==> src/rtl/heap_sort_engine_top_assert.svh <==
// Assertion macros for the heap sort engine.
`ifndef HEAP_SORT_ENGINE_TOP_ASSERT_SVH
`define HEAP_SORT_ENGINE_TOP_ASSERT_SVH

`ifndef ASSERT_OFF
`define HSE_ASSERT_IMP(lbl, clk, rst_n, ante, cons) \
    lbl: assert property (@(posedge clk) disable iff (!rst_n) (ante) |-> (cons)) \
        else $error("heap sort engine: assertion failed");
`define HSE_ASSERT_NXT(lbl, clk, rst_n, ante, cons) \
    lbl: assert property (@(posedge clk) disable iff (!rst_n) (ante) |=> (cons)) \
        else $error("heap sort engine: assertion failed");
`else
`define HSE_ASSERT_IMP(lbl, clk, rst_n, ante, cons)
`define HSE_ASSERT_NXT(lbl, clk, rst_n, ante, cons)
`endif

`endif

==> src/rtl/hse_pkg.sv <==
package hse_pkg;

    localparam int DATA_W = 32;

    typedef enum logic [9:0] {
        S_LOAD      = 10'b0000000001,
        S_BUILD_RD  = 10'b0000000010,
        S_BUILD_V   = 10'b0000000100,
        S_SIFT_RD   = 10'b0000001000,
        S_SIFT_CMP  = 10'b0000010000,
        S_SIFT_MOVE = 10'b0000100000,
        S_SWAP_RD   = 10'b0001000000,
        S_SWAP_WR   = 10'b0010000000,
        S_EMIT_RD   = 10'b0100000000,
        S_EMIT_LD   = 10'b1000000000
    } t_state;

    typedef struct packed {
        logic re;
        logic we;
    } t_mem_ctl;

    typedef struct packed {
        logic load;
        logic last;
        logic ovf;
    } t_out_ctl;

endpackage

==> src/rtl/hse_mem.sv <==
module hse_mem #(
    parameter int DEPTH = 64,
    parameter int AW    = 6
) (
    input  logic                            i_clk,
    input  hse_pkg::t_mem_ctl               i_ctl,
    input  logic [AW-1:0]                   i_ra_a,
    input  logic [AW-1:0]                   i_ra_b,
    input  logic [AW-1:0]                   i_wa,
    input  logic [hse_pkg::DATA_W-1:0]      i_wd,
    output logic [hse_pkg::DATA_W-1:0]      o_rd_a,
    output logic [hse_pkg::DATA_W-1:0]      o_rd_b
);

    logic [hse_pkg::DATA_W-1:0] r_mem [DEPTH];

    always_ff @(posedge i_clk) begin
        if (i_ctl.we) begin
            r_mem[i_wa] <= i_wd;
        end
    end

    always_ff @(posedge i_clk) begin
        if (i_ctl.re) begin
            o_rd_a <= r_mem[i_ra_a];
            o_rd_b <= r_mem[i_ra_b];
        end
    end

endmodule

==> src/rtl/hse_seq.sv <==
`include "heap_sort_engine_top_assert.svh"

module hse_seq #(
    parameter int MAX_ELEMENTS = 64,
    parameter int IDX_W        = 6,
    parameter int CNT_W        = 7
) (
    input  logic                            i_clk,
    input  logic                            i_rst_n,
    input  logic                            i_in_valid,
    input  logic [hse_pkg::DATA_W-1:0]      i_value,
    input  logic                            i_last_item,
    output logic                            o_in_stall,
    input  logic                            i_out_free,
    output hse_pkg::t_out_ctl               o_out_ctl,
    output hse_pkg::t_mem_ctl               o_mem_ctl,
    output logic [IDX_W-1:0]                o_ra_a,
    output logic [IDX_W-1:0]                o_ra_b,
    output logic [IDX_W-1:0]                o_wa,
    output logic [hse_pkg::DATA_W-1:0]      o_wd,
    input  logic [hse_pkg::DATA_W-1:0]      i_rd_a,
    input  logic [hse_pkg::DATA_W-1:0]      i_rd_b
);

    localparam int J_W = IDX_W + 2;
    localparam logic [CNT_W-1:0] CAP = CNT_W'(MAX_ELEMENTS);

    hse_pkg::t_state r_state, n_state;

    logic [CNT_W-1:0]           r_count, n_count;
    logic                       r_drop, n_drop;
    logic [CNT_W-1:0]           r_i, n_i;
    logic [CNT_W-1:0]           r_len, n_len;
    logic [CNT_W-1:0]           r_end, n_end;
    logic                       r_ext, n_ext;
    logic [IDX_W-1:0]           r_k, n_k;
    logic [IDX_W-1:0]           r_cidx, n_cidx;
    logic [hse_pkg::DATA_W-1:0] r_v, n_v;
    logic [hse_pkg::DATA_W-1:0] r_cval, n_cval;

    logic [J_W-1:0]   child_j;
    logic [J_W-1:0]   child_j1;
    logic [J_W-1:0]   len_ext;
    logic [CNT_W-1:0] cnt_after;
    logic             sift_done;

    // shared signed compare unit
    logic signed [hse_pkg::DATA_W-1:0] cmp_a;
    logic signed [hse_pkg::DATA_W-1:0] cmp_b;
    logic                              cmp_lt;

    assign child_j   = J_W'({r_k, 1'b1});
    assign child_j1  = child_j + J_W'(1);
    assign len_ext   = J_W'(r_len);
    assign cnt_after = (r_count < CAP) ? r_count + CNT_W'(1) : r_count;

    assign o_in_stall = (r_state != hse_pkg::S_LOAD);

    always_comb begin
        if (r_state == hse_pkg::S_SIFT_CMP) begin
            cmp_a = i_rd_a;
            cmp_b = i_rd_b;
        end else begin
            cmp_a = r_v;
            cmp_b = r_cval;
        end
        cmp_lt = (cmp_a < cmp_b);
    end

    always_comb begin
        n_state   = r_state;
        n_count   = r_count;
        n_drop    = r_drop;
        n_i       = r_i;
        n_len     = r_len;
        n_end     = r_end;
        n_ext     = r_ext;
        n_k       = r_k;
        n_cidx    = r_cidx;
        n_v       = r_v;
        n_cval    = r_cval;
        o_mem_ctl = '0;
        o_ra_a    = r_k;
        o_ra_b    = '0;
        o_wa      = r_k;
        o_wd      = r_v;
        o_out_ctl = '0;
        sift_done = 1'b0;

        case (r_state)
            hse_pkg::S_LOAD: begin
                if (i_in_valid) begin
                    if (r_count < CAP) begin
                        o_mem_ctl.we = 1'b1;
                        o_wa         = r_count[IDX_W-1:0];
                        o_wd         = i_value;
                        n_count      = r_count + CNT_W'(1);
                    end else begin
                        n_drop = 1'b1;
                    end
                    if (i_last_item) begin
                        if (cnt_after < CNT_W'(2)) begin
                            n_k     = '0;
                            n_state = hse_pkg::S_EMIT_RD;
                        end else begin
                            n_i     = cnt_after >> 1;
                            n_k     = IDX_W'((cnt_after >> 1) - CNT_W'(1));
                            n_len   = cnt_after;
                            n_ext   = 1'b0;
                            n_state = hse_pkg::S_BUILD_RD;
                        end
                    end
                end
            end
            hse_pkg::S_BUILD_RD: begin
                o_mem_ctl.re = 1'b1;
                o_ra_a       = r_k;
                n_state      = hse_pkg::S_BUILD_V;
            end
            hse_pkg::S_BUILD_V: begin
                n_v     = i_rd_a;
                n_state = hse_pkg::S_SIFT_RD;
            end
            hse_pkg::S_SIFT_RD: begin
                if (child_j >= len_ext) begin
                    o_mem_ctl.we = 1'b1;
                    o_wa         = r_k;
                    o_wd         = r_v;
                    sift_done    = 1'b1;
                end else begin
                    o_mem_ctl.re = 1'b1;
                    o_ra_a       = child_j[IDX_W-1:0];
                    o_ra_b       = child_j1[IDX_W-1:0];
                    n_state      = hse_pkg::S_SIFT_CMP;
                end
            end
            hse_pkg::S_SIFT_CMP: begin
                if ((child_j1 < len_ext) && cmp_lt) begin
                    n_cidx = child_j1[IDX_W-1:0];
                    n_cval = i_rd_b;
                end else begin
                    n_cidx = child_j[IDX_W-1:0];
                    n_cval = i_rd_a;
                end
                n_state = hse_pkg::S_SIFT_MOVE;
            end
            hse_pkg::S_SIFT_MOVE: begin
                o_mem_ctl.we = 1'b1;
                o_wa         = r_k;
                if (cmp_lt) begin
                    o_wd    = r_cval;
                    n_k     = r_cidx;
                    n_state = hse_pkg::S_SIFT_RD;
                end else begin
                    o_wd      = r_v;
                    sift_done = 1'b1;
                end
            end
            hse_pkg::S_SWAP_RD: begin
                o_mem_ctl.re = 1'b1;
                o_ra_a       = '0;
                o_ra_b       = r_end[IDX_W-1:0];
                n_state      = hse_pkg::S_SWAP_WR;
            end
            hse_pkg::S_SWAP_WR: begin
                // old root parks at the end; old last entry sifts from the root
                o_mem_ctl.we = 1'b1;
                o_wa         = r_end[IDX_W-1:0];
                o_wd         = i_rd_a;
                n_v          = i_rd_b;
                n_k          = '0;
                n_len        = r_end;
                n_state      = hse_pkg::S_SIFT_RD;
            end
            hse_pkg::S_EMIT_RD: begin
                if (i_out_free) begin
                    o_mem_ctl.re = 1'b1;
                    o_ra_a       = r_k;
                    n_state      = hse_pkg::S_EMIT_LD;
                end
            end
            hse_pkg::S_EMIT_LD: begin
                o_out_ctl.load = 1'b1;
                o_out_ctl.last = (CNT_W'(r_k) == r_count - CNT_W'(1));
                o_out_ctl.ovf  = r_drop;
                if (o_out_ctl.last) begin
                    n_count = '0;
                    n_drop  = 1'b0;
                    n_state = hse_pkg::S_LOAD;
                end else begin
                    n_k     = r_k + IDX_W'(1);
                    n_state = hse_pkg::S_EMIT_RD;
                end
            end
            default: begin
                n_state = hse_pkg::S_LOAD;
            end
        endcase

        if (sift_done) begin
            if (!r_ext) begin
                if (r_i > CNT_W'(1)) begin
                    n_i     = r_i - CNT_W'(1);
                    n_k     = IDX_W'(r_i - CNT_W'(2));
                    n_state = hse_pkg::S_BUILD_RD;
                end else begin
                    n_ext   = 1'b1;
                    n_end   = r_len - CNT_W'(1);
                    n_state = hse_pkg::S_SWAP_RD;
                end
            end else begin
                if (r_end == CNT_W'(1)) begin
                    n_k     = '0;
                    n_state = hse_pkg::S_EMIT_RD;
                end else begin
                    n_end   = r_end - CNT_W'(1);
                    n_state = hse_pkg::S_SWAP_RD;
                end
            end
        end
    end

    always_ff @(posedge i_clk) begin
        if (!i_rst_n) begin
            r_state <= hse_pkg::S_LOAD;
            r_count <= '0;
            r_drop  <= 1'b0;
            r_ext   <= 1'b0;
        end else begin
            r_state <= n_state;
            r_count <= n_count;
            r_drop  <= n_drop;
            r_ext   <= n_ext;
        end
    end

    always_ff @(posedge i_clk) begin
        r_i    <= n_i;
        r_len  <= n_len;
        r_end  <= n_end;
        r_k    <= n_k;
        r_cidx <= n_cidx;
        r_v    <= n_v;
        r_cval <= n_cval;
    end

    `HSE_ASSERT_IMP(a_child_in_heap, i_clk, i_rst_n, r_state == hse_pkg::S_SIFT_CMP, child_j < len_ext)
    `HSE_ASSERT_IMP(a_count_cap, i_clk, i_rst_n, 1'b1, r_count <= CAP)
    `HSE_ASSERT_NXT(a_set_closed, i_clk, i_rst_n, o_out_ctl.load && o_out_ctl.last, (r_state == hse_pkg::S_LOAD) && (r_count == '0) && !r_drop)

endmodule

==> src/rtl/heap_sort_engine_top.sv <==
// Load: input beats are taken while o_in_stall is low; the beat marked last starts the sort.
// Sort: bottom-up heap build, then n-1 root swaps, each sift level done in
// three steps (child read, child compare, move) on one shared comparator.
// Output: each sorted beat is read from the heap memory read port into the output register.
// Synchronous active-low reset clears control; heap memory is not cleared.
`include "heap_sort_engine_top_assert.svh"

module heap_sort_engine_top #(
    parameter int MAX_ELEMENTS = 64
) (
    input  logic                            i_clk,
    input  logic                            i_rst_n,
    input  logic                            i_in_valid,
    output logic                            o_in_stall,
    input  logic signed [hse_pkg::DATA_W-1:0] i_value,
    input  logic                            i_last_item,
    output logic                            o_out_valid,
    input  logic                            i_out_stall,
    output logic signed [hse_pkg::DATA_W-1:0] o_sorted_value,
    output logic                            o_last_out,
    output logic                            o_overflowed
);

    localparam int IDX_W = (MAX_ELEMENTS > 1) ? $clog2(MAX_ELEMENTS) : 1;
    localparam int CNT_W = $clog2(MAX_ELEMENTS + 1);

    hse_pkg::t_out_ctl          out_ctl;
    hse_pkg::t_mem_ctl          mem_ctl;
    logic [IDX_W-1:0]           ra_a;
    logic [IDX_W-1:0]           ra_b;
    logic [IDX_W-1:0]           wa;
    logic [hse_pkg::DATA_W-1:0] wd;
    logic [hse_pkg::DATA_W-1:0] rd_a;
    logic [hse_pkg::DATA_W-1:0] rd_b;
    logic                       out_free;

    logic                       r_out_valid;
    logic [hse_pkg::DATA_W-1:0] r_sorted_value;
    logic                       r_last_out;
    logic                       r_overflowed;

    assign out_free = !r_out_valid || !i_out_stall;

    hse_seq #(
        .MAX_ELEMENTS (MAX_ELEMENTS),
        .IDX_W        (IDX_W),
        .CNT_W        (CNT_W)
    ) u_seq (
        .i_clk       (i_clk),
        .i_rst_n     (i_rst_n),
        .i_in_valid  (i_in_valid),
        .i_value     (i_value),
        .i_last_item (i_last_item),
        .o_in_stall  (o_in_stall),
        .i_out_free  (out_free),
        .o_out_ctl   (out_ctl),
        .o_mem_ctl   (mem_ctl),
        .o_ra_a      (ra_a),
        .o_ra_b      (ra_b),
        .o_wa        (wa),
        .o_wd        (wd),
        .i_rd_a      (rd_a),
        .i_rd_b      (rd_b)
    );

    hse_mem #(
        .DEPTH (MAX_ELEMENTS),
        .AW    (IDX_W)
    ) u_mem (
        .i_clk  (i_clk),
        .i_ctl  (mem_ctl),
        .i_ra_a (ra_a),
        .i_ra_b (ra_b),
        .i_wa   (wa),
        .i_wd   (wd),
        .o_rd_a (rd_a),
        .o_rd_b (rd_b)
    );

    always_ff @(posedge i_clk) begin
        if (!i_rst_n) begin
            r_out_valid <= 1'b0;
        end else if (out_ctl.load) begin
            r_out_valid <= 1'b1;
        end else if (!i_out_stall) begin
            r_out_valid <= 1'b0;
        end
    end

    always_ff @(posedge i_clk) begin
        if (out_ctl.load) begin
            r_sorted_value <= rd_a;
            r_last_out     <= out_ctl.last;
            r_overflowed   <= out_ctl.ovf;
        end
    end

    assign o_out_valid    = r_out_valid;
    assign o_sorted_value = r_sorted_value;
    assign o_last_out     = r_last_out;
    assign o_overflowed   = r_overflowed;

    `HSE_ASSERT_IMP(a_load_into_free, i_clk, i_rst_n, out_ctl.load, !r_out_valid)

endmodule

==> config.mk <==
export PLATFORM = sky130hd
export DESIGN_NAME = heap_sort_engine_top
export DESIGN_NICKNAME = d
export VERILOG_FILES = /design/src/rtl/hse_pkg.sv /design/src/rtl/hse_mem.sv /design/src/rtl/hse_seq.sv /design/src/rtl/heap_sort_engine_top.sv
export VERILOG_INCLUDE_DIRS = /design/src /design/src/rtl
export SDC_FILE = /design/constraint.sdc
export NUM_CORES = 2
export LEC_CHECK = 0
export ABC_CLOCK_PERIOD_IN_PS = 15100
export BUFFER_PORTS_ARGS = -buffer_cell sky130_fd_sc_hd__buf_2
export CAP_MARGIN = 20
export CORE_UTILIZATION = 50
export CTS_BUF_LIST = sky130_fd_sc_hd__clkbuf_4 sky130_fd_sc_hd__clkbuf_8
export DETAILED_ROUTE_END_ITERATION = 10
export HOLD_SLACK_MARGIN = 0.02
export PLACE_DENSITY = 0.71
export RECOVER_POWER = 100
export REMOVE_ABC_BUFFERS = 1
export SLEW_MARGIN = 10
export SYNTH_ARGS = -nofsm -noshare
export SYNTH_HDL_FRONTEND = slang
export SYNTH_SLANG_ARGS = --single-unit
==> constraint.sdc <==
create_clock -name i_clk -period 15.1 [get_ports i_clk]
set_input_delay 4.53 -clock i_clk [delete_from_list [all_inputs] [get_ports i_clk]]
set_output_delay 4.53 -clock i_clk [all_outputs]
set_load 0.01 [all_outputs]
==> impl_metrics.env <==
export IMPL_slew_headroom_pct=-175.8
export IMPL_synth_seq_area_share_pct=61.80
export IMPL_fin_skew_ns=0.08324
export IMPL_fin_crit_ns=11.46
export IMPL_hold_viol_final=0
export IMPL_rsz0062_at_grt="no"
export IMPL_ant_nets=0
export IMPL_post_dp_hpwl_mm=257.3
export IMPL_slew_violations=4134
export IMPL_syn2layout_area_growth_pct=10.01
export IMPL_worstSkewPairLatency_ns=1.11
export IMPL_yosys_cell_types_count=91
export IMPL_grt_pass1_wl_mm=576.2
export IMPL_grt_pass1_vias=80070
export IMPL_die_y_um=469.8
export IMPL_yosysWarnings=0
export IMPL_cts_sinks=2263
export IMPL_synth_seq_cells=2263
export IMPL_violations="max-capacitance violations, max-slew violations"
export IMPL_ir_drop_mv=0.1394
export IMPL_p_int_mw=12.61
export IMPL_cts_resized=0
export IMPL_cp_max_fo=32
export IMPL_post_route_util_pct=55.38
export IMPL_num_vias=85370
export IMPL_max_freq_ghz=0.08726
export IMPL_clockPowerShare_pct=25.8
export IMPL_combPwrFrac_pct=31.9
export IMPL_synth_cells=8470
export IMPL_ys_dominant_reg_cell="edfxtp_1"
export IMPL_port_buffers=72
export IMPL_synth_edff_count=2230
export IMPL_swShare_pct=37.98
export IMPL_cp_required_ns=15.81
export IMPL_setup_viol=0
export IMPL_dr_pass1_iters=10
export IMPL_cts_tree="built"
export IMPL_clk_pin_slew_ns=0.07
export IMPL_nNetsFinal=8630
export IMPL_powerDensity_nw_per_um2=168.8
export IMPL_cp_end_kind="register"
export IMPL_wirelength_mm=414.6
export IMPL_drive_above_1_share_pct=16.08
export IMPL_holdBufCountCts=0
export IMPL_tightest_slew_ns=4.137
export IMPL_path_class="register to register"
export IMPL_power_total_mw=20.32
export IMPL_syn_avg_cell_area_sq_um=12.92
export IMPL_dieArea_sq_um=220700
export IMPL_holdCritPathClass="register to register"
export IMPL_final_cells=11700
export IMPL_core_area_sq_um=217400
export IMPL_seqPwrFrac_pct=42.3
export IMPL_power_switching_mw=7.719
export IMPL_synth_top_area_share_pct=61.19
export IMPL_grt_antenna_before_repair=35
export IMPL_avgViaCountPerCell=7.294
export IMPL_maxCapViolations=109
export IMPL_fillers=17310
export IMPL_drt_iter0_markers=16360
export IMPL_clock_path_buffers=4
export IMPL_start_kind="register"
export IMPL_cts_setup_buffers=0
export IMPL_place_congestion=1.015
export IMPL_grt_usage_pct=36.34
export IMPL_min_period_over_period_pct=75.90
export IMPL_synthTopCellsByArea="edfxtp_1 61%, mux4_2 7.9%, nand2_1 5.3%, mux2i_1 2.5%, a22oi_1 2.2%"
export IMPL_htree_levels=5
export IMPL_synth_top_area_cell="edfxtp_1"
export IMPL_cp_data_arrival_time_ns=12.17
export IMPL_grt_overflow=0
export IMPL_ios=73
export IMPL_fin_tns_setup_ns=0
export IMPL_die_w_um=469.8
export IMPL_wl_per_cell_um=35.43
export IMPL_async_reset_ff_share_pct=0
export IMPL_root_buffer="clkbuf_8"
export IMPL_grt_max_degree=129
export IMPL_outcome="finished with violations"
export IMPL_drc=0
export IMPL_start_util_pct=50.34
export IMPL_dp_cells=11010
export IMPL_syn_area_sq_um=109400
export IMPL_row_count=171
export IMPL_cts_buffers=372
export IMPL_power_leakage_nw=39.51
stage by stage:
step                instance area, sq um  hold WS [ns]  setup slack, ns
floorplan                         106400        0.4813           -8.436
finish                            120400        0.5408            3.640
detailed placement                114000        0.5353            6.276
global route                      120300        0.5772            3.645
CTS                               121000        0.5479            7.377
global placement                  113900        0.5223            6.319
power by group through the flow:
| stage | clock network (mW) | registers (mW) | logic, mW |
|---|---|---|---|
| floorplan | 0 | 8.58 | 3.44 |
| global placement | 0 | 8.53 | 5.93 |
| detailed placement | 0 | 8.54 | 6.10 |
| CTS | 5.23 | 8.41 | 6.11 |
| global route | 5.48 | 8.60 | 6.59 |
| finish | 5.25 | 8.59 | 6.49 |
registers in the layout (all words and copies together), names as in the netlist, 10 cells and up:
name	cells
u_seq.r_v	32
u_mem.o_rd_a	32
u_seq.r_cval	32
u_mem.o_rd_b	32
u_seq.r_state	10
o_sorted_value	32
u_mem.r_mem	2048
final cells by class:
type / instances / area, sq um / share of cell area (%)
flip-flops and latches: 2263 / 67630 / 56.18
multi-input cells: 5474 / 39700 / 32.97
clock buffers: 469 / 5892 / 4.894
well taps: 2854 / 3571 / 2.966
repair buffers: 363 / 2222 / 1.846
clock inverters: 192 / 1071 / 0.8897
inverters: 65 / 244.0 / 0.2027
diodes: 23 / 57.56 / 0.04781
metal layers:
metal  GRT usage (%)  up-vias  share of wire (%)  wire length [um]
met5         0.02163        -              0.064               264
met4           18.54       34                6.3             26050
met3           19.39     1777                 20             80870
met2           50.99     8444                 41            171000
met1           45.31    41580                 33            136400
li1                -    33530                  -                 -
synth_stat cells (all sizes together) (85+ instances only):
cell type	number
a31oi	159
buf	363
o221ai	93
nand2	1542
a22oi	319
nor2	292
clkbuf	305
a211oi	97
edfxtp	2230
o22ai	122
nand3	434
nor3	85
o21ai	206
mux2	111
mux4	384
a21oi	463
mux2i	276
cells by family (layout without fill, tap and decap cells):
logic type               after synthesis  count (layout)  synth area share, %
adder cells (fa/ha/maj)               54              54               0.6174
buffers and inverters                733            1089                2.972
AND/OR/NAND/NOR                     2679            2679                10.69
multiplexers                         771             771                11.57
XOR/XNOR                              42              42               0.3361
other                                  0              23                    0
AO/OA/AOI/OAI                       1928            1928                12.02
flip-flops                          2263            2263                61.80
final timing paths:
path	from	end	slack [ns]	cells past startpoint
max reg2reg	u_seq.r_state[0]$_SDFFE_PN1P_	u_mem.o_rd_b[2]$_DFFE_PP_	3.64	12
min reg2reg	u_seq.r_i[6]$_DFF_P_	u_seq.r_i[6]$_DFF_P_	0.54	2
min	u_seq.r_i[6]$_DFF_P_	u_seq.r_i[6]$_DFF_P_	0.54	2
max	u_seq.r_state[0]$_SDFFE_PN1P_	u_mem.o_rd_b[2]$_DFFE_PP_	3.64	12
placed cells by master, fill, tap and decap left out, types with 80 or more instances in the layout:
cell / synthesis / routed
a211oi_1: 97 / 96
a21oi_1: 460 / 424
a22oi_1: 317 / 318
a31oi_1: 159 / 158
and3_1: 82 / 81
buf_4: 34 / 164
clkbuf_1: 305 / 150
clkbuf_4: 0 / 91
clkbuf_8: 0 / 379
clkinv_1: 3 / 115
edfxtp_1: 2230 / 2230
mux2_2: 111 / 110
mux2i_1: 276 / 276
mux4_2: 384 / 384
nand2_1: 1540 / 1535
nand3_1: 434 / 433
nor2_1: 291 / 231
nor3_1: 84 / 80
o21ai_0: 201 / 200
o221ai_1: 93 / 93
o22ai_1: 122 / 120
worst max-delay path, stage by stage, from the launching register on:
cell      delay [ns]
dfxtp_1         0.40
nor4_1          1.48
nand3_1         0.99
clkbuf_1        1.29
nand2_1         1.30
clkbuf_1        2.25
o22ai_4         0.12
clkbuf_1        1.01
buf_4           0.69
a22oi_1         0.26
nand2_1         0.24
o21ai_0         0.69
a31oi_1         0.36
No activity file was read; power rests on OpenSTA's default activity.
